`config.mk`:
```
export PLATFORM = sky130hd
export DESIGN_NAME = tccc_ram
export DESIGN_NICKNAME = d
export VERILOG_FILES = /design/src/design/tccc_ram.sv
export SDC_FILE = /design/constraint.sdc
export NUM_CORES = 2
export LEC_CHECK = 0
export BUFFER_PORTS_ARGS = -buffer_cell sky130_fd_sc_hd__buf_2
export CORE_MARGIN = 2
export CORE_UTILIZATION = 40
export CTS_CLUSTER_DIAMETER = 100
export DETAILED_ROUTE_END_ITERATION = 10
export PLACE_DENSITY = 0.66
export SYNTH_ARGS = -nofsm -noshare
export SYNTH_HDL_FRONTEND = slang
export SYNTH_SLANG_ARGS = --single-unit
```
`constraint.sdc`:
```
create_clock -name clk -period 2.2 [get_ports clk]
set_input_delay 0.11 -clock clk [delete_from_list [all_inputs] [get_ports clk]]
set_output_delay 0.11 -clock clk [all_outputs]
set_load 0.02 [all_outputs]
```
`src/design/tccc_ram.sv`:
```
// tccc_ram: generic single-write, single-read memory with registered read
// self-contained; used for the per-pid state table
`timescale 1ns / 1ps
`default_nettype none

module tccc_ram #(
  parameter int WIDTH = 8,
  parameter int DEPTH = 256
) (
  input  wire logic                     clk,
  input  wire logic                     wr_en,
  input  wire logic [$clog2(DEPTH)-1:0] wr_addr,
  input  wire logic [WIDTH-1:0]         wr_data,
  input  wire logic                     rd_en,
  input  wire logic [$clog2(DEPTH)-1:0] rd_addr,
  output logic      [WIDTH-1:0]         rd_data
);

  logic [WIDTH-1:0] mem_r [DEPTH];
  logic [WIDTH-1:0] rd_data_r;

  always_ff @(posedge clk) begin
    if (wr_en) begin
      mem_r[wr_addr] <= wr_data;
    end
    if (rd_en) begin
      rd_data_r <= mem_r[rd_addr];
    end
  end

  assign rd_data = rd_data_r;

endmodule

`default_nettype wire

```
==> summary.md <==
| Metric | Value |
|---|---|
| Die area | `0.203 mm2` |
| Compound-gate portion of the synthesized area | `3.42%` |
| Final worst setup slack | `-184 ps` |
| Crit path required time | `2770 ps` |
| Synth async-reset ratio | `0%` |
| FMAX | `419 MHz` |
| Most used cell, CP | `buf_4` |
| Initial detailed-routing violation count | `5061` |
| DP HPWL | `131000 um` |
| Max incr delay on CP | `450 ps` |
| Vias in the first global route | `41800` |
| Final Skew | `38.8 ps` |
| Period utilization | `108%` |
| Setup Buffers After CTS | `0` |
| Via count | `41400` |
| Clock sinks | `2056` |
| Final number of max-transition violations | `0` |
| Clk buf depth | `3` |
| Core Area | `0.198 mm2` |
| Initial Utilization | `40.3%` |
| Seq pwr share | `53.0%` |
| Commonest cells after routing, fill and taps aside | `2056 x edfxtp_1, 675 x buf_4, 455 x mux4_2` |
| Most common cell after layout, fill and taps aside | `edfxtp_1` |
| Mapped Cells | `3733` |
| Logic pwr share | `5.9%` |
| FP Rows | `163` |
| CTS tree | `yes` |
| Minimum clock period | `2380 ps` |
| Clock latency on the worst-skew pair | `840 ps` |
| Cell variety after synth | `54` |
| Register area share after synthesis | `77.5%` |
| Clock Pin Slew Worst Setup and Hold Paths | `60 ps` |
| Final hold vios | `0` |
| DRT Pass-1 Iters | `6` |
| DIE WIDTH | `450 um` |
| TritonCTS Buffers | `200` |
| Met2 Use GR | `32.1%` |
| GR Util met1 | `26.9%` |
| Final Util | `48.5%` |
| Failing checks | `negative setup slack` |
| GRT Max-Usage Layer | `met2` |
| Cell Chain, Critical Path | `mux4_2, nor2b_1, a211oi_2, buf_4, nor3_1, nor4_4, buf_4, nor4_2` |
| Crit end category | `flop` |
| Die Y | `450 um` |
| Post-Syn Area | `0.0796 mm2` |
| Flops & latches, synth | `2056` |
| First-pass GRT wire length | `292000 um` |
| Final net count | `4549` |
| PortBufs | `34` |
| Status | `complete, but fails checks` |
| I/O pin count | `35` |
| Largest net degree at the start of global routing | `88` |
| Syn_nets | `3760` |
| WP data arrival | `2960 ps` |
| CTS root buffer | `clkbuf_16` |
| DR DRC count | `0` |
| Cell with the largest stage delay on the worst path | `mux4_2` |
| Via density | `5.64` |
| Finish-stage setup viols | `8` |
| Largest family of logic cells by synthesized area | `multiplexers` |
| Unrepaired setup endpoints after global routing | `true` |
| EDFF count, synth | `2056` |
| Sw Ratio | `21.4%` |
| Internal | `64.1 mW` |
| Placed instance count | `6943` |
| Syn. warnings | `0` |
| Worst IR Drop VDD | `0.000769 V` |
| Slew @ Worst Pin | `746 ps` |
| Remaining Overflow, GRT | `0` |
| Critical path fanouts, max | `1` |
| Synth-to-Final Area Change | `20.5%` |
| Adder-cell share of the synthesized area | `0%` |
| Htree depth | `4` |
| PD cells | `850 mW/mm2` |
| Maxcap violations | `0` |
| Fin cells | `7333` |
| GPL Wtd Cong | `0.888` |
| HP Class | `in2reg` |
| ANT nets after route | `0` |
| Simple-Gate Fraction of Synth Area | `2.63%` |
| Net Switching | `17.4 mW` |
| Global Route met3 Usage | `3.27%` |
| GRT Util Overall | `19.6%` |
| Mux contribution to synthesized area | `14.6%` |
| Average cell area after synthesis | `21.3 um2` |
| Type of origin of the critical path | `flop` |
| P_leak | `31.1 nW` |
| Layout cell share with drive strength beyond 1 | `34.7%` |
| CP Class | `reg2reg` |
| WL per Instance | `27.4 um` |
| Clock network power share | `41.1%` |
| Relative slew slack | `50.3%` |
| Routed WL | `201000 um` |
| Post-Synth XOR/XNOR Area | `0%` |
| Antenna violations before repair | `8` |
| Most used DFF post-synth | `edfxtp_1` |
cells by family (layout without fill, tap and decap cells):
logic type / count (synthesis) / count (layout)
multiplexers: 591 / 591
AO/OA/AOI/OAI: 385 / 385
flip-flops: 2056 / 2056
AND/OR/NAND/NOR: 466 / 466
buffers and inverters: 235 / 1189
other: 0 / 6
power by group through the flow:
stage	combinational [mW]	clock [mW]	sequential, mW
2_1_floorplan	2.10	0	44.1
3_3_place_gp	4.55	0	44.1
3_5_place_dp	4.61	0	44.1
4_1_cts	4.77	34.0	43.3
5_1_grt	5.03	35.5	43.2
6_report	4.79	33.5	43.3
layer usage:
metal / part of all wire, % / routed length [um]
met1: 40 / 79800
met2: 50 / 99400
met3: 7.8 / 15600
met4: 3.0 / 6010
met5: 0 / 0
repair_timing:
| item | CTS | global route |
|---|---|---|
| endpoints found under the setup margin | 8 | 8 |
| pin swaps | 25 | 24 |
| gates resized for setup | 68 | 29 |
| hold endpoints to repair | 1484 | 0 |
| hold buffers | 18 | 0 |
critical path: cells and delay by family, from the launching register on:
family                 cells  cell delay [ps]
AOI/OAI and AO/OA          1              330
buffers and inverters      2              370
DFF                        1              360
muxes                      1              450
and+or+nand+nor            4              600
state kept, by name (all words and copies together), names as in the netlist:
| register | count |
|---|---|
| mem_r | 2048 |
| rd_data | 8 |
synth_stat cells (all sizes together), types with 14 or more instances:
library cell | count | area (um2)
nor4 | 27 | 188
buf | 122 | 1030
nand3 | 34 | 170
o221ai | 47 | 418
a221oi | 14 | 129
o22ai | 28 | 175
clkbuf | 111 | 417
mux2i | 134 | 1340
mux4 | 456 | 10300
nor2b | 31 | 194
a21oi | 96 | 480
nor3 | 22 | 110
edfxtp | 2056 | 61700
a22oi | 133 | 998
nand2 | 33 | 124
a211oi | 16 | 120
nor2 | 282 | 1060
through the flow:
step / hold WS [ps] / setup TNS, ps / cell area (um2) / total power, mW / setup slack, ps
5_1_grt: 81.8 / -1060 / 95900 / 83.8 / -195
2_1_floorplan: 209 / 0 / 79600 / 46.2 / 13.9
4_1_cts: 6.79 / -1120 / 95800 / 82.0 / -229
3_5_place_dp: 539 / -8090 / 88800 / 48.7 / -1220
6_report: 86.4 / -695 / 95900 / 81.5 / -184
3_3_place_gp: 542 / -8660 / 88700 / 48.6 / -1360
worst paths after layout:
| kind | cells past startpoint | from | endpoint | slack (ps) |
|---|---|---|---|---|
| hold / removal | 4 | wr_addr[7] | mem_r[227][0]$_DFFE_PP_ | 90 |
| setup reg to reg | 8 | mem_r[100][0]$_DFFE_PP_ | rd_data[0]$_DFFE_PP_ | -180 |
| setup / recovery | 8 | mem_r[100][0]$_DFFE_PP_ | rd_data[0]$_DFFE_PP_ | -180 |
| hold reg to reg | 6 | mem_r[36][6]$_DFFE_PP_ | rd_data[6]$_DFFE_PP_ | 1230 |
area by class of cell:
class,instances,area [um2]
Tap cell,2640,3300
Sequential cell,2056,61700
Clock buffer,239,5190
Clock inverter,128,1250
Multi-Input combinational cell,1442,17000
Fill cell,15800,102000
Antenna cell,6,15.0
Timing Repair Buffer,820,7390
Inverter,2,7.51
(Power assumes the default switching activity.)
