[src/design/tccc_pkg.sv]
// tccc_pkg: shared constants and types for the ts continuity counter checker
// no dependencies; imported by the front, queue, back and top modules
`timescale 1ns / 1ps
`default_nettype none

package tccc_pkg;

  // header field widths
  localparam int PID_W = 13;
  localparam int CC_W  = 4;

  // number of pids tracked; pids at or above this are ignored
  localparam int PID_COUNT = 8192;
  localparam int PID_AW    = $clog2(PID_COUNT);

  // null pid, never tracked
  localparam logic [PID_W-1:0] NULL_PID = 13'h1FFF;

  // per-pid state word: {seen, last_count}
  localparam int ST_W = CC_W + 1;

  // item queue between front and back
  localparam int Q_DEPTH = 4;
  localparam int Q_AW    = $clog2(Q_DEPTH);

  // bus widths; the data buses are padded to whole bytes
  localparam int IN_DATA_W  = 24;
  localparam int IN_USER_W  = 2;
  localparam int OUT_DATA_W = 24;

  typedef struct packed {
    logic               discontinuity;
    logic               has_payload;
    logic [CC_W-1:0]    continuity_counter;
    logic [PID_W-1:0]   pid;
  } tccc_item_t;

  typedef struct packed {
    logic [CC_W-1:0]    actual_count;
    logic [CC_W-1:0]    expected_count;
    logic [PID_W-1:0]   error_pid;
  } tccc_result_t;

endpackage

`default_nettype wire

[src/design/tccc_back.sv]
// tccc_back: clears the pid table, then does read-check-write per item
// depends on tccc_pkg; drives tccc_ram and holds the result register
`timescale 1ns / 1ps
`default_nettype none

module tccc_back
  import tccc_pkg::*;
(
  input  wire logic         clk,
  input  wire logic         rst_n,
  input  wire logic         q_empty,
  input  wire tccc_item_t   q_head,
  output logic              q_pop,
  output logic              table_ready,
  output logic              ram_wr_en,
  output logic [PID_AW-1:0] ram_wr_addr,
  output logic [ST_W-1:0]   ram_wr_data,
  output logic              ram_rd_en,
  output logic [PID_AW-1:0] ram_rd_addr,
  input  wire logic [ST_W-1:0] ram_rd_data,
  output logic              out_valid,
  input  wire logic         out_ready,
  output tccc_result_t      out_result
);

  typedef enum logic [2:0] {
    ST_CLEAR = 3'b001,
    ST_IDLE  = 3'b010,
    ST_CHECK = 3'b100
  } back_state_t;

  back_state_t       state_r, state_nxt;
  logic [PID_AW-1:0] clr_cnt_r, clr_cnt_nxt;
  tccc_item_t        cur_r, cur_nxt;
  logic              out_valid_r, out_valid_nxt;
  tccc_result_t      out_result_r, out_result_nxt;

  logic              seen;
  logic [CC_W-1:0]   last_cc;
  logic [CC_W-1:0]   expected;
  logic              mismatch;
  logic              out_free;

  assign seen     = ram_rd_data[CC_W];
  assign last_cc  = ram_rd_data[CC_W-1:0];
  assign expected = cur_r.has_payload ? last_cc + 1'b1 : last_cc;
  assign mismatch = seen && !cur_r.discontinuity &&
                    (cur_r.continuity_counter != expected);
  assign out_free = !out_valid_r || out_ready;

  always_comb begin
    state_nxt      = state_r;
    clr_cnt_nxt    = clr_cnt_r;
    cur_nxt        = cur_r;
    out_valid_nxt  = out_valid_r && !out_ready;
    out_result_nxt = out_result_r;
    q_pop          = 1'b0;
    ram_wr_en      = 1'b0;
    ram_wr_addr    = cur_r.pid[PID_AW-1:0];
    ram_wr_data    = {1'b1, cur_r.continuity_counter};
    ram_rd_en      = 1'b0;
    ram_rd_addr    = q_head.pid[PID_AW-1:0];

    case (state_r)
      ST_CLEAR: begin
        ram_wr_en   = 1'b1;
        ram_wr_addr = clr_cnt_r;
        ram_wr_data = '0;
        clr_cnt_nxt = clr_cnt_r + 1'b1;
        if (clr_cnt_r == PID_AW'(PID_COUNT - 1)) begin
          state_nxt = ST_IDLE;
        end
      end
      ST_IDLE: begin
        if (!q_empty) begin
          q_pop     = 1'b1;
          ram_rd_en = 1'b1;
          cur_nxt   = q_head;
          state_nxt = ST_CHECK;
        end
      end
      ST_CHECK: begin
        // hold here while an error result cannot be placed; read data stays put
        if (!mismatch || out_free) begin
          ram_wr_en = 1'b1;
          state_nxt = ST_IDLE;
          if (mismatch) begin
            out_valid_nxt                 = 1'b1;
            out_result_nxt.error_pid      = cur_r.pid;
            out_result_nxt.expected_count = expected;
            out_result_nxt.actual_count   = cur_r.continuity_counter;
          end
        end
      end
      default: begin
        state_nxt = ST_CLEAR;
      end
    endcase
  end

  always_ff @(posedge clk) begin
    if (!rst_n) begin
      state_r     <= ST_CLEAR;
      clr_cnt_r   <= '0;
      out_valid_r <= 1'b0;
    end else begin
      state_r     <= state_nxt;
      clr_cnt_r   <= clr_cnt_nxt;
      out_valid_r <= out_valid_nxt;
    end
  end

  always_ff @(posedge clk) begin
    cur_r        <= cur_nxt;
    out_result_r <= out_result_nxt;
  end

  assign table_ready = (state_r != ST_CLEAR);
  assign out_valid   = out_valid_r;
  assign out_result  = out_result_r;

endmodule

`default_nettype wire

[config.mk]
export PLATFORM = sky130hd
export DESIGN_NAME = tccc_back
export DESIGN_NICKNAME = d
export VERILOG_FILES = /design/src/design/tccc_pkg.sv /design/src/design/tccc_back.sv
export SDC_FILE = /design/constraint.sdc
export NUM_CORES = 1
export LEC_CHECK = 0
export ABC_AREA = 1
export ABC_CLOCK_PERIOD_IN_PS = 2890
export BUFFER_PORTS_ARGS = -buffer_cell sky130_fd_sc_hd__buf_2
export CORE_MARGIN = 4
export CORE_UTILIZATION = 50
export DETAILED_ROUTE_END_ITERATION = 16
export PLACE_DENSITY = 0.8
export SLEW_MARGIN = 5
export SYNTH_ARGS = -nofsm -noshare
export SYNTH_HDL_FRONTEND = slang
export SYNTH_SLANG_ARGS = --single-unit
[constraint.sdc]
create_clock -name clk -period 2.89 [get_ports clk]
set_clock_uncertainty 0.2 [all_clocks]
set_input_delay 0.289 -clock clk [delete_from_list [all_inputs] [get_ports clk]]
set_output_delay 0.289 -clock clk [all_outputs]
set_load 0.02 [all_outputs]
==> run metrics <==
status=complete, no violations; Clk pin slew, worst setup/hold paths=0.06 ns; total gr overflow=0; Worst Path Buf+Inv=3; Mapped Area=~2500 sq um; ANT nets after route=0; PortBufs=84; Die Wd=between 70 and 80 um; Startpoint Class=register; cell-internal power=around 0.0013 W; Worst Path Max Fanout=12; first-pass GRT wire length=approximately 9.5 mm; power per cell area=552 nW/um^2; Syn Inst Count=254; minimum clock period=2.28 ns; Pins Over Slew Limit=0; DRT iter0 DRCs=between 70 and 80; async set-reset flop share out of synthesis=0%; CP cell instances=inv_1 -> nor3_1 -> inv_1 -> nor2_2 -> buf_2; fmax=438 MHz; Reg power frac=49.3%; Design Power=between 0.0015 and 0.002 W; count of final setup violators=0; RSZ-0062 raised after global routing=false; drt wl/cell=13.7 um; row count=25; initial antenna violation count=0; Critical Path RT=2.40 ns; syn_area_per_cell=9.80 sq um; # DRC=0; Synth area leader=edfxtp_1; Gate power share=~13%; Post-synth top flop=edfxtp_1; CTS H-tree lvls=3; vias=2036; Post-CTS Setup Inserts=0; die area=between 6000 and 7000 sq um; peak supply drop=402 uV; crit path kind=register to output pin; number of global-route vias before repair=roughly 2000; share of layout cells above drive strength 1=32.1%; post-synthesis cell type count=24; share of the synthesized area in the top cell type=between 40% and 50%; clk buf depth=2; max_cap viols=0; Syn. warnings=0; drt pass-1 iters=4; area delta synth->final=31.4%; Max-Slew Margin vs Limit=57.9%; dpl hpwl=approximately 4 mm; CTS sink cnt=57; Clock power frac=37.3%; Period Utilization, post-route=79.0%; Vias/cell=4.79; family with the most delay on the worst path=simple AND/OR/NAND/NOR gates; worst slew pin tran=0.631 ns; fill cell count=363; Die Ht=~79 um; largest net degree at the start of global routing=39; Net Switching=0.000462 W; DRT Wirelength=5.82 mm; CTS tree=yes; Final Hold Viols=0; Synth area leaders=edfxtp_1 (48%), dfxtp_1 (14%), nand2_1 (8.7%); Worst Hold Class=input pin to register; Root Driver=clkbuf_8; Antenna diodes=0; Yosys reg bits=57; register area share after synthesis=61.9%; Sw Ratio=about a quarter; Leak Pwr=1.44 nW; CTS Buf Count=9; number of synthesized flops with an enable pin=40; # IOs=85; crit-path most repeated cell=inv_1; Post-Syn Nets=284; Slowest Stage Delay on Critical Path=~0.5 ns; fin nets=approximately 380; Initial Utilization=52.0%; Core Region=~4800 sq um; DP Worst Slack=approximately 0.7 ns; setup TNS=0 ns; most common cell in the netlist=nand2_1; Routability Congestion=0.833; Crit path arrival time=1.80 ns; Post-synth top cells=nand2_1 (58), edfxtp_1 (40), inv_1 (38); crit end category=output pin; final worst slack=0.606 ns; Overall Global Routing Usage=20.3%; Slowest-stage cell, CP=nor2_2; Clk Latency, worst-skew pair=0.33 ns
-- per-stage QoR --
step | hold slack (ns) | utilization, % | cells | cell area, sq um
floorplan | 0.188 | - | 254 | 2490
global placement | 0.228 | 60.5 | 390 | 2900
detailed placement | 0.235 | 60.5 | 390 | 2900
global route | 0.0733 | 68.4 | 425 | 3270
CTS | 0.0595 | 68.4 | 425 | 3270
finish | 0.0749 | 68.4 | 425 | 3270
-- tightest hold or removal path: cells and delay by family --
family	cells	cell delay, ns
AO/OA/AOI/OAI	1	0.06
buffers and inverters	2	0.14
AND/OR/NAND/NOR	1	0.08
-- flip-flops by register name, indices dropped and copies added, names as in the netlist --
name	flops
cur_r	19
clr_cnt_r	13
out_result	21
state_r	3
out_valid	1
-- path summary, 6_finish.rpt --
check             start              to  slack (ns)  depth (start not counted)
min           out_ready       out_valid        0.07                          4
max reg2reg   cur_r[17]   out_result[6]        0.83                         10
max          state_r[1]           q_pop        0.61                          5
min reg2reg   cur_r[10]  out_result[10]        0.24                          0
-- kinds of logic after synthesis --
kind of cell / share of synthesized area, %
xor gates and xnor gates: 0.352
DFF: 61.9
buffers and inverters: 11.3
AOI/OAI and AO/OA: 7.94
adders and majority gates: 1.00
and+or+nand+nor: 17.5
-- cells in the final DEF, fill, tap and decap left out --
cell type | synthesis | final
a21oi_1 | 13 | 13
a41oi_1 | 1 | 1
buf_2 | 0 | 84
buf_4 | 15 | 5
clkbuf_1 | 4 | 1
clkbuf_8 | 0 | 12
clkinv_2 | 0 | 3
dfxtp_1 | 17 | 17
dlygate4sd3_1 | 0 | 19
edfxtp_1 | 40 | 40
ha_1 | 2 | 2
inv_1 | 38 | 38
nand2_1 | 58 | 58
nand2_2 | 2 | 2
nand3_1 | 10 | 10
nand3_2 | 3 | 3
nand4_1 | 2 | 2
nor2_1 | 14 | 12
nor2_2 | 2 | 4
nor2_4 | 1 | 1
nor3_1 | 6 | 6
o21a_1 | 1 | 1
o21ai_0 | 18 | 18
o21ai_1 | 3 | 3
o21bai_2 | 1 | 1
or2_1 | 1 | 1
xor2_1 | 1 | 1
-- what timing repair did --
item / 4_1_cts / 5_1_grt
endpoints found under the hold margin: 19 / 0
gates resized for setup: 0 / 0
hold buffers: 19 / 0
-- metal layers --
metal | vias to the layer above | share of wire [%] | track usage [%]
li1 | 1016 | - | -
met1 | 921 | 39 | 21.4
met2 | 88 | 52 | 37.0
met3 | 11 | 7.4 | 7.22
met4 | 0 | 1.9 | 6.82
met5 | - | 0 | 0
-- area by class of cell --
class                   count  area (sq um)  share of cell area (%)
clock buffers              13           169                    5.16
clock inverters             3          15.0                   0.459
well taps                  67          83.8                    2.56
inverters                  38           143                    4.36
multi-input cells         139           672                    20.5
repair buffers            108           648                    19.8
flip-flops and latches     57          1540                    47.1
-- power by group through the flow --
stage               clock (W)  combinational (W)  sequential, W
global placement            0           0.000214       0.000906
finish               0.000674           0.000243       0.000890
CTS                  0.000688           0.000243       0.000890
detailed placement          0           0.000220       0.000907
global route         0.000725           0.000267       0.000891
floorplan                   0           0.000156       0.000905
Note: power is estimated with default switching activity, not from simulation.
