==> src/design/tccc_pkg.sv <==
// tccc_pkg: shared constants and types for the ts continuity counter checker
// no dependencies; imported by the front, queue, back and top modules
`timescale 1ns / 1ps
`default_nettype none

package tccc_pkg;

  // header field widths
  localparam int PID_W = 13;
  localparam int CC_W  = 4;

  // number of pids tracked; pids at or above this are ignored
  localparam int PID_COUNT = 8192;
  localparam int PID_AW    = $clog2(PID_COUNT);

  // null pid, never tracked
  localparam logic [PID_W-1:0] NULL_PID = 13'h1FFF;

  // per-pid state word: {seen, last_count}
  localparam int ST_W = CC_W + 1;

  // item queue between front and back
  localparam int Q_DEPTH = 4;
  localparam int Q_AW    = $clog2(Q_DEPTH);

  // bus widths; the data buses are padded to whole bytes
  localparam int IN_DATA_W  = 24;
  localparam int IN_USER_W  = 2;
  localparam int OUT_DATA_W = 24;

  typedef struct packed {
    logic               discontinuity;
    logic               has_payload;
    logic [CC_W-1:0]    continuity_counter;
    logic [PID_W-1:0]   pid;
  } tccc_item_t;

  typedef struct packed {
    logic [CC_W-1:0]    actual_count;
    logic [CC_W-1:0]    expected_count;
    logic [PID_W-1:0]   error_pid;
  } tccc_result_t;

endpackage

`default_nettype wire

==> src/design/tccc_fifo.sv <==
// tccc_fifo: short item queue between the front and back parts
// depends on tccc_pkg for the item type and depth
`timescale 1ns / 1ps
`default_nettype none

module tccc_fifo
  import tccc_pkg::*;
(
  input  wire logic       clk,
  input  wire logic       rst_n,
  input  wire logic       push,
  input  wire tccc_item_t push_item,
  input  wire logic       pop,
  output tccc_item_t      head,
  output logic            empty,
  output logic            full
);

  tccc_item_t        slot_r [Q_DEPTH];
  logic [Q_AW-1:0]   wr_ptr_r, wr_ptr_nxt;
  logic [Q_AW-1:0]   rd_ptr_r, rd_ptr_nxt;
  logic [Q_AW:0]     count_r, count_nxt;

  assign empty = (count_r == '0);
  assign full  = (count_r == (Q_AW+1)'(Q_DEPTH));
  assign head  = slot_r[rd_ptr_r];

  always_comb begin
    wr_ptr_nxt = wr_ptr_r;
    rd_ptr_nxt = rd_ptr_r;
    count_nxt  = count_r;
    if (push) begin
      wr_ptr_nxt = (wr_ptr_r == Q_AW'(Q_DEPTH - 1)) ? '0 : wr_ptr_r + 1'b1;
    end
    if (pop) begin
      rd_ptr_nxt = (rd_ptr_r == Q_AW'(Q_DEPTH - 1)) ? '0 : rd_ptr_r + 1'b1;
    end
    if (push && !pop) begin
      count_nxt = count_r + 1'b1;
    end else if (pop && !push) begin
      count_nxt = count_r - 1'b1;
    end
  end

  always_ff @(posedge clk) begin
    if (!rst_n) begin
      wr_ptr_r <= '0;
      rd_ptr_r <= '0;
      count_r  <= '0;
    end else begin
      wr_ptr_r <= wr_ptr_nxt;
      rd_ptr_r <= rd_ptr_nxt;
      count_r  <= count_nxt;
    end
  end

  always_ff @(posedge clk) begin
    if (push) begin
      slot_r[wr_ptr_r] <= push_item;
    end
  end

endmodule

`default_nettype wire

==> config.mk <==
export PLATFORM = sky130hd
export DESIGN_NAME = tccc_fifo
export DESIGN_NICKNAME = d
export VERILOG_FILES = /design/src/design/tccc_pkg.sv /design/src/design/tccc_fifo.sv
export SDC_FILE = /design/constraint.sdc
export NUM_CORES = 1
export LEC_CHECK = 0
export ABC_AREA = 0
export BUFFER_PORTS_ARGS = -buffer_cell sky130_fd_sc_hd__buf_4
export CORE_ASPECT_RATIO = 1.2
export CORE_MARGIN = 4
export CORE_UTILIZATION = 54
export DETAILED_ROUTE_END_ITERATION = 6
export HOLD_SLACK_MARGIN = 0.08
export PLACE_DENSITY = 0.82
export RECOVER_POWER = 25
export SLEW_MARGIN = 5
export SYNTH_ARGS = -nofsm -noshare
export SYNTH_HDL_FRONTEND = slang
export SYNTH_SLANG_ARGS = --single-unit
==> constraint.sdc <==
create_clock -name clk -period 1.9 [get_ports clk]
set_clock_uncertainty 0.15 [all_clocks]
set_input_delay 0.19 -clock clk [delete_from_list [all_inputs] [get_ports clk]]
set_output_delay 0.19 -clock clk [all_outputs]
set_load 0.02 [all_outputs]
==> out/metrics.csv, run 1 <==
metric,value,unit
drc_errors,0,
whs_path_depth,4,
synth_nets,173,
cts_tree,yes,
start_kind,flip-flop,
leakage,1.46,nW
hold_viol,0,
die_h,92.9,µm
vias_per_cell,5.28,
maxCapViolCount,0,
rsz0062_at_grt,yes,
cts_made_buffers,9,
routed_wl,5650,µm
hold_class,in -> reg,
drt-pass1-iter-count,4,
power-per-cell-area,949,nW/µm²
start_util,0.565,
end_kind,primary output,
yosys-top-cells-count,"76 x edfxtp_1, 10 x mux4_2, 9 x dfxtp_1, 9 x mux4_1, 6 x ha_1",
path_delay_family,multiplexers,
multi_input_area,693,µm²
netlist_top_cells_area,"edfxtp_1 70%, mux4_1 7.3%, mux4_2 6.9%",
nFillCells,351,
path_cells,buf_12 -> buf_16 -> mux4_2 -> buf_6,
grt-ovfl-total,0,
grt_antenna_before_repair,0,
power.total,3.96,mW
ys_seq_area_frac,0.759,
min_period_over_period,1.02,
setup_viol,9,
violations,setup timing,
die_area,7320,µm²
ys_ff_latch,85,
instances_no_fill,309,
drv_slew,0,
port_buffers,43,
required,1560,ps
yosys.area.top_type,edfxtp_1,
crit_arrival,1600,ps
worst-path-stages,4,
drt_iter0_markers,67,
grt_pass1_wl,9050,µm
fin_tns_setup,-296,ps
timing.hold.ws,188,ps
clk_path_buf_depth,2,
path_max_fanout,5,
crit_buf_inv,3,
fmax,0.514,GHz
area_delta_synth_final,28.5,%
gp_congestion,0.684,
netlist_area,3240,µm²
grt_pass1_vias,1785,
peakVddDrop,0.000672,V
status,finished with violations,
synth.most_common_cell,edfxtp_1,
synth.top_cell.area_share,0.704,
track_usage,0.172,
core_area,5740,µm²
via_count,1632,
reg2reg_depth,4,
avgSynthCellArea,22.7,µm²
cp_slowest_cell,mux4_2,
synth_top_flop_cell,edfxtp_1,
htree_levels,3,
die_w,78.7,µm
clk_latency,330,ps
cts_root_buf,clkbuf_8,
diodes,0,
clkTransAtPathRegs,70,ps
ff_latch_area,2470,µm²
synth_edf_count,76,
utilization,0.726,
worstMarginPinSlew,509,ps
drive_above_1_share,0.328,
dp_cells,268,
synthArstFlopShare,0,
fin_ws,-43.8,ps
fin_nets,254,
ant_nets,0,
crit_type,reg -> out,
io_pins,44,
ys_warn_count,0,
synth_cells,143,
cts.sinks,85,
grt_max_degree,20,
slowest_delay,510,ps
timing.rr.start,count_r[0]$_SDFFE_PN0P_,
dpl.hpwl,3470,µm
slew-limit-headroom,0.660,
ys_types,22,
finalCriticalPeriod,1940,ps
row_count,30,
wl_per_cell,18.3,µm
min-delay-start,pop,
-- timing repair --
item / in CTS / in global routing
cloned: 2 / 0
setup endpoints to repair: 38 / 38
buffers inserted: 1 / 0
gates resized for setup: 21 / 13
hold buffers: 22 / 0
hold endpoints to repair: 85 / 0
-- cell usage in the layout (no fill, tap or decap), types with 2 or more instances in the layout --
cell type,instances
and2_2,2
buf_6,19
inv_1,4
buf_16,2
mux4_2,19
edfxtp_1,76
mux2i_1,4
dfxtp_1,8
clkbuf_1,14
nor3_1,2
clkbuf_8,10
nor2b_1,5
ha_1,6
buf_12,2
buf_4,18
dlygate4sd3_1,22
and2_1,3
-- per-layer routing --
layer  GRT usage  vias up  share of wire
met1       0.202      841           0.39
met4      0.0743        0          0.010
met2       0.302       48           0.55
met3      0.0360        6          0.050
li1            -      737              -
met5           0        -              0
-- area by class of cell --
cell class	instances	area share
well taps	80	0.0240
multi-input cells	50	0.166
clock inverters	3	0.00931
inverters	4	0.00360
clock buffers	13	0.0357
flip-flops and latches	85	0.592
repair buffers	74	0.169
-- cells by family after synthesis --
logic type      synth area share
buf+inv                   0.0174
xor+xnor                 0.00540
compound gates           0.00617
flops                      0.759
fa+ha+maj                 0.0293
simple gates              0.0278
mux                        0.155
-- final timing paths --
check | slack (ps) | endpoint
setup / recovery | -40 | head[4]
hold / removal | 190 | flip-flop
setup reg to reg | 210 | count_r[2]$_SDFFE_PN0P_
hold reg to reg | 400 | count_r[2]$_SDFFE_PN0P_
-- through the flow --
| step | setup WS, ps | instance area [µm²] |
|---|---|---|
| finish | -43.8 | 4170 |
| global route | -107 | 4170 |
| CTS | -64.8 | 4180 |
| detailed placement | -37.1 | 3680 |
| global placement | 98.8 | 3680 |
| floorplan | 281 | 3240 |
-- power breakdown --
group / internal, mW / switching, mW
combinational: 0.316 / 0.277
clock: 0.639 / 0.553
sequential: 2.13 / 0.0399
total: 3.09 / 0.870
-- flip-flops by register name, summed over array words and instances, names as in the netlist, named ones only --
name,flops
slot_r,76
count_r,3
rd_ptr_r,2
wr_ptr_r,2
-- worst min-delay path, stage by stage --
cell and delay [ps]:
buf_4 110, inv_1 70, nor3_1 60, o21a_1 190
Power figures use the tool's default switching activity.
==> inputs of run 2 (changes only) <==
Settings changed: ABC_AREA 0 to 1, BUFFER_PORTS_ARGS -buffer_cell sky130_fd_sc_hd__buf_4 to default, CORE_MARGIN 4 to default, DONT_BUFFER_PORTS from default to 1, PLACE_DENSITY 0.82 to 0.75.
==> out/metrics.csv, run 2 <==
metric,value,unit,change
area_delta_synth_final,21.1,%,
power_switching,953,µW,+9.5%
drt-pass1-iter-count,6,,+2
end_kind,primary output,,
clkTransAtPathRegs,80,ps,about the same
ys_warn_count,0,,unchanged
ys_seq_area_frac,0.743,,-0.0163
ant_nets,0,,unchanged
hold_class,in -> reg,,
path_delay_family,flip-flops,,
ys_types,23,,+4.5%
grt_antenna_before_repair,0,,unchanged
finalCriticalPeriod,1810,ps,-136 ps
grt-ovfl-total,0,,unchanged
die_h,87.8,µm,-5.5%
final_common_cell,edfxtp_1,,
power-per-cell-area,1000,nW/µm²,+5.8%
grt_pass1_vias,2019,,+13%
avgSynthCellArea,13.6,µm²,-40%
top_regs,"slot_r x76, count_r x3",,
port_buffers,0,,-100%
track_usage,0.199,,+0.0269
fin_nets,326,,+28%
grt_max_degree,39,,+95%
via_count,1992,,+22%
cts_tree,yes,,
slowest_delay,400,ps,-110 ps
nFillCells,423,,+21%
rsz0062_at_grt,yes,,
synth_nets,273,,+58%
wl_met3,308,µm,+9.6%
utilization,0.694,,-0.0313
top_register,slot_r,,
yosys.area.top_type,edfxtp_1,,
cts_root_buf,clkbuf_8,,
drv_slew,0,,unchanged
wl_met2,3130,µm,+0.87%
die_area,6460,µm²,-12%
ys_ff_latch,85,,unchanged
vias_per_cell,5.23,,-1.0%
gp_congestion,0.787,,+15%
worstMarginPinSlew,302,ps,-208 ps
path_max_fanout,38,,+33
row_count,30,,unchanged
synth_edf_count,76,,unchanged
hold_viol,0,,unchanged
largest_register_ffs,76,,unchanged
io_pins,44,,unchanged
grt_pass1_wl,9060,µm,about the same
synth_cells,243,,+70%
power.total,4.03,mW,+1.9%
slew-limit-headroom,0.799,,+0.138
synth_top_flop_cell,edfxtp_1,,
combPwrFrac,0.134,,-0.016
crit_buf_inv,2,,-1
highest_layer,met4,,
peakVddDrop,0.00117,V,+74%
crit_arrival,1470,ps,-130 ps
power_frac_seq,0.537,,-0.012
synth.top_cell.area_share,0.689,,-0.0151
routed_wl,5790,µm,+2.5%
fmax,0.553,GHz,+7.6%
cts_made_buffers,9,,unchanged
power.internal,3.08,mW,-0.23%
status,completed,,
start_kind,flip-flop,,
maxCapViolCount,0,,unchanged
path_cells,buf_12 -> o21ai_0 -> o22ai_1 -> buf_4,,
wl_met1,2200,µm,-0.54%
drt_iter0_markers,162,,+140%
cp_slowest_cell,dfxtp_2,,
clk_path_buf_depth,2,,unchanged
diodes,0,,unchanged
most-common-layout-cells,"76 x edfxtp_1, 43 x nor2_1, 39 x o21ai_0",,
required,1560,ps,about the same
leakage,1.48,nW,+1.2%
htree_levels,3,,unchanged
synth.most_common_cell,edfxtp_1,,
post-cts-setup-buffers,0,,-1
cts.sinks,85,,unchanged
netlist_area,3310,µm²,+2.2%
netlist_top_cells_area,"edfxtp_1 69%, o21ai_0 5.9%, dfxtp_1 5.4%",,
wl_per_cell,15.2,µm,-17%
core_area,5780,µm²,+0.65%
yosys-top-cells-count,"76 x edfxtp_1, 43 x nor2_1, 39 x o21ai_0",,
die_w,73.5,µm,-6.6%
power_frac_clock,0.329,,+0.028
drc_errors,0,,unchanged
drive_above_1_share,0.183,,-0.145
crit_type,reg -> out,,
min_period_over_period,0.951,,-0.0718
setup_viol,0,,-9
dpl.hpwl,3430,µm,-1.1%
start_util,0.573,,+0.00867
swShare,0.236,,+0.0164
synthArstFlopShare,0,,unchanged
clk_latency,340,ps,about the same
==> run 2: cell types whose count changed in the layout (fill, tap and decap cells not counted), moves of 8 or more <==
cell	change
nor2_1	+42
o21ai_0	+38
buf_6	-19
mux4_2	-19
o22ai_1	+19
clkbuf_1	-14
buf_4	+11
inv_1	+10
nand2_1	+8
==> run 2: metal layers <==
layer / vias to the layer above / global-route usage
li1: 986 / -
met1: 933 / 0.208
met2: 58 / 0.344
met3: 15 / 0.0575
met4: 0 / 0.131
met5: - / 0
==> run 2: cell families (layout without fill, tap and decap cells) <==
logic type / Yosys count / in the layout / share of synthesized area
simple gates: 60 / 60 / 0.0729
compound gates: 63 / 63 / 0.105
fa+ha+maj: 7 / 7 / 0.0287
buf+inv: 27 / 85 / 0.0483
xor+xnor: 1 / 1 / 0.00264
flops: 85 / 85 / 0.743
==> run 2: tightest hold or removal path, cell delays in order <==
cell	delay, ps
nand2_1	40
inv_1	30
buf_4	210
==> run 2: through the flow <==
stage | std cells | hold slack, ps | worst slack, ps | instance area [µm²] | setup TNS (ps)
4_1_cts | 381 | 150 | 4.36 | 4000 | 0
6_report | 381 | 173 | 92.7 | 4010 | 0
3_5_place_dp | 343 | 139 | 354 | 3560 | 0
3_3_place_gp | 343 | 139 | 356 | 3560 | 0
5_1_grt | 381 | 173 | -1.90 | 4010 | -1.90
2_1_floorplan | 243 | 139 | 402 | 3310 | 0
==> run 2: path summary, 6_finish.rpt <==
kind / startpoint / to / slack (ps) / cells past startpoint
worst min-delay path: push / slot_r[1][15]$_DFFE_PP_ / 170 / 3
worst min register to register: wr_ptr_r[1]$_SDFFE_PN0P_ / wr_ptr_r[1]$_SDFFE_PN0P_ / 380 / 2
worst max-delay path: flip-flop / head[15] / 90 / 4
worst max register to register: wr_ptr_r[0]$_SDFFE_PN0P_ / slot_r[3][12]$_DFFE_PP_ / 410 / 4
==> run 2: power by group through the flow <==
stage	Clock [mW]	Sequential (mW)	Combinational, mW
floorplan	0	2.20	0.324
global placement	0	2.20	0.473
detailed placement	0	2.21	0.481
CTS	1.35	2.16	0.538
global route	1.43	2.17	0.590
finish	1.33	2.17	0.539
==> run 2: final cells by class <==
class | count | area [µm²] | share of cell area
Multi-Input combinational cell | 131 | 692 | 0.172
Sequential cell | 85 | 2460 | 0.614
Tap cell | 80 | 100 | 0.0249
Clock inverter | 7 | 90.1 | 0.0224
Timing Repair Buffer | 53 | 478 | 0.119
Inverter | 16 | 65.1 | 0.0162
Clock buffer | 9 | 124 | 0.0309
==> run 2: what timing repair did <==
| item | 4_1_cts | 5_1_grt |
|---|---|---|
| hold buffers | 22 | 0 |
| endpoints found under the setup margin | 6 | 18 |
| gates resized for setup | 3 | 4 |
| gates cloned | 0 | 0 |
| hold endpoints to repair | 85 | 0 |
==> inputs of run 3 (changes only) <==
Settings changed: RECOVER_POWER 25 to default, REMOVE_ABC_BUFFERS from default to 1, SETUP_SLACK_MARGIN from default to 0.2.
==> out/metrics.csv, run 3 (synthesized netlist as in run 2, its figures left out) <==
metric,value,unit,change
fin_nets,321,,-1.5%
crit_type,reg -> out,,
power_frac_seq,0.572,,+0.035
via_count,2011,,+0.95%
clk_latency,350,ps,about the same
final_common_cell,edfxtp_1,,
hold_viol,0,,unchanged
gp_congestion,0.736,,-6.5%
hold_class,in -> reg,,
start_kind,flip-flop,,
finalCriticalPeriod,1730,ps,-74.8 ps
timing.hold.ws,100,ps,-73.2 ps
nFillCells,412,,-2.6%
required,1560,ps,about the same
dp_cells,329,,-4.1%
top_register,slot_r,,
place_area,3470,µm²,-2.6%
grt_pass1_wl,9400,µm,+3.8%
combPwrFrac,0.144,,+0.010
min_period_over_period,0.912,,-0.0394
drt-pass1-iter-count,4,,-2
worstMarginPinSlew,617,ps,+316 ps
port_buffers,0,,unchanged
power_frac_clock,0.284,,-0.045
grt_antenna_before_repair,0,,unchanged
io_pins,44,,unchanged
slew-limit-headroom,0.585,,-0.214
crit_buf_inv,3,,+1
grt_pass1_vias,1984,,-1.7%
r2r_slack,350,ps,-60 ps
whs_path_depth,3,,unchanged
top_regs,"slot_r x76, count_r x3",,
die_area,6460,µm²,unchanged
drt_iter0_markers,123,,-24%
routed_wl,6250,µm,+7.9%
start_util,0.573,,unchanged
min-delay-start,push,,
die_w,73.5,µm,unchanged
rsz0062_at_grt,yes,,
leakage,1.48,nW,-0.12%
largest_register_ffs,76,,unchanged
power.internal,2.85,mW,-7.6%
timing.rr.start,wr_ptr_r[0]$_SDFFE_PN0P_,,
track_usage,0.206,,+0.00774
cts_made_buffers,9,,unchanged
r2r-end,slot_r[3][12]$_DFFE_PP_,,
vias_per_cell,5.35,,+2.3%
drc_errors,0,,unchanged
ant_nets,0,,unchanged
peakVddDrop,0.000486,V,-58%
wl_per_cell,16.6,µm,+9.3%
setup_viol,0,,unchanged
slowest_delay,380,ps,-20 ps
area_delta_synth_final,22.7,%,
drive_above_1_share,0.223,,+0.0402
power-per-cell-area,932,nW/µm²,-7.2%
cts_root_buf,clkbuf_8,,
dpl.hpwl,3600,µm,+5.1%
end_kind,primary output,,
grt-ovfl-total,0,,unchanged
status,completed,,
cts_tree,yes,,
core_area,5780,µm²,unchanged
clk_path_buf_depth,2,,unchanged
grt_max_degree,27,,-31%
htree_levels,3,,unchanged
drv_slew,0,,unchanged
final_area,4070,µm²,+1.3%
instances_no_fill,376,,-1.3%
diodes,0,,unchanged
clkTransAtPathRegs,80,ps,about the same
maxCapViolCount,0,,unchanged
crit_arrival,1390,ps,-80 ps
reg2reg_depth,4,,unchanged
path_max_fanout,12,,-68%
die_h,87.8,µm,unchanged
path_delay_family,buffers and inverters,,
path_cells,inv_4 -> buf_8 -> o21ai_0 -> o22ai_1 -> buf_4,,
cts.sinks,85,,unchanged
swShare,0.249,,+0.0131
cp_slowest_cell,dfxtp_4,,
min_to,slot_r[1][9]$_DFFE_PP_,,
most-common-layout-cells,"76 x edfxtp_1, 43 x nor2_1, 26 x o21ai_0",,
row_count,30,,unchanged
power_switching,945,µW,-0.79%
fmax,0.577,GHz,+4.3%
==> run 3: cell types whose count changed in the layout (fill, tap and decap cells not counted), moves of 3 or more <==
cell / before / now
o22ai_1: 19 / 7
clkbuf_1: 0 / 4
o21ai_0: 39 / 26
inv_1: 14 / 11
buf_4: 29 / 20
o21ai_1: 0 / 11
o22ai_2: 0 / 12
==> run 3: cell type report <==
type,instances,area (µm²),share of cell area
Tap cell,80,100,0.0246
Clock buffer,14,153,0.0375
Multi-Input combinational cell,131,779,0.192
Inverter,16,75.1,0.0185
Timing Repair Buffer,48,479,0.118
Clock inverter,2,10.0,0.00246
Sequential cell,85,2470,0.607
==> run 3: routing by layer <==
metal	share of wire	global-route usage
met4	0.031	0.105
met1	0.42	0.242
met5	0	0
met3	0.057	0.0713
met2	0.50	0.336
==> run 3: per-stage QoR <==
stage | total power [mW] | util | TNS [ps] | setup WS, ps
2_1_floorplan | 2.49 | - | -1410 | -77.0
3_3_place_gp | 2.61 | 0.600 | 0 | 174
3_5_place_dp | 2.62 | 0.600 | 0 | 138
4_1_cts | 3.79 | 0.690 | 0 | 150
5_1_grt | 3.95 | 0.703 | 0 | 91.4
6_report | 3.79 | 0.703 | 0 | 168
==> run 3: power groups by stage <==
stage	Sequential [mW]	Combinational (mW)	Clock, mW
floorplan	2.21	0.277	0
global placement	2.21	0.404	0
detailed placement	2.21	0.415	0
CTS	2.17	0.514	1.11
global route	2.18	0.594	1.18
finish	2.17	0.546	1.08
==> run 3: worst max-delay path by stage <==
stage	startpoint	endpoint	slack, ps	cells after the start
2_1_floorplan	flip-flop	head[0]	-80	3
3_3_place_gp	wr_ptr_r[0]$_SDFFE_PN0P_	slot_r[0][11]$_DFFE_PP_	170	4
4_1_cts	flip-flop	head[6]	150	5
3_5_place_dp	wr_ptr_r[1]$_SDFFE_PN0P_	slot_r[0][2]$_DFFE_PP_	140	4
5_1_grt	flip-flop	head[1]	90	4
6_report	flip-flop	head[13]	170	5
==> run 3: worst reg2reg max path, stage by stage (launching register included) <==
cell and delay [ps]:
dfxtp_1 410, ha_1 200, nand2_1 60, inv_1 240
buf_12 210
==> run 3: repair_timing <==
action,CTS,global route
resized for setup,23,22
setup buffers,5,3
hold buffers,22,0
cloned,0,1
pin swaps,0,1
endpoints found under the setup margin,57,21
endpoints found under the hold margin,92,0
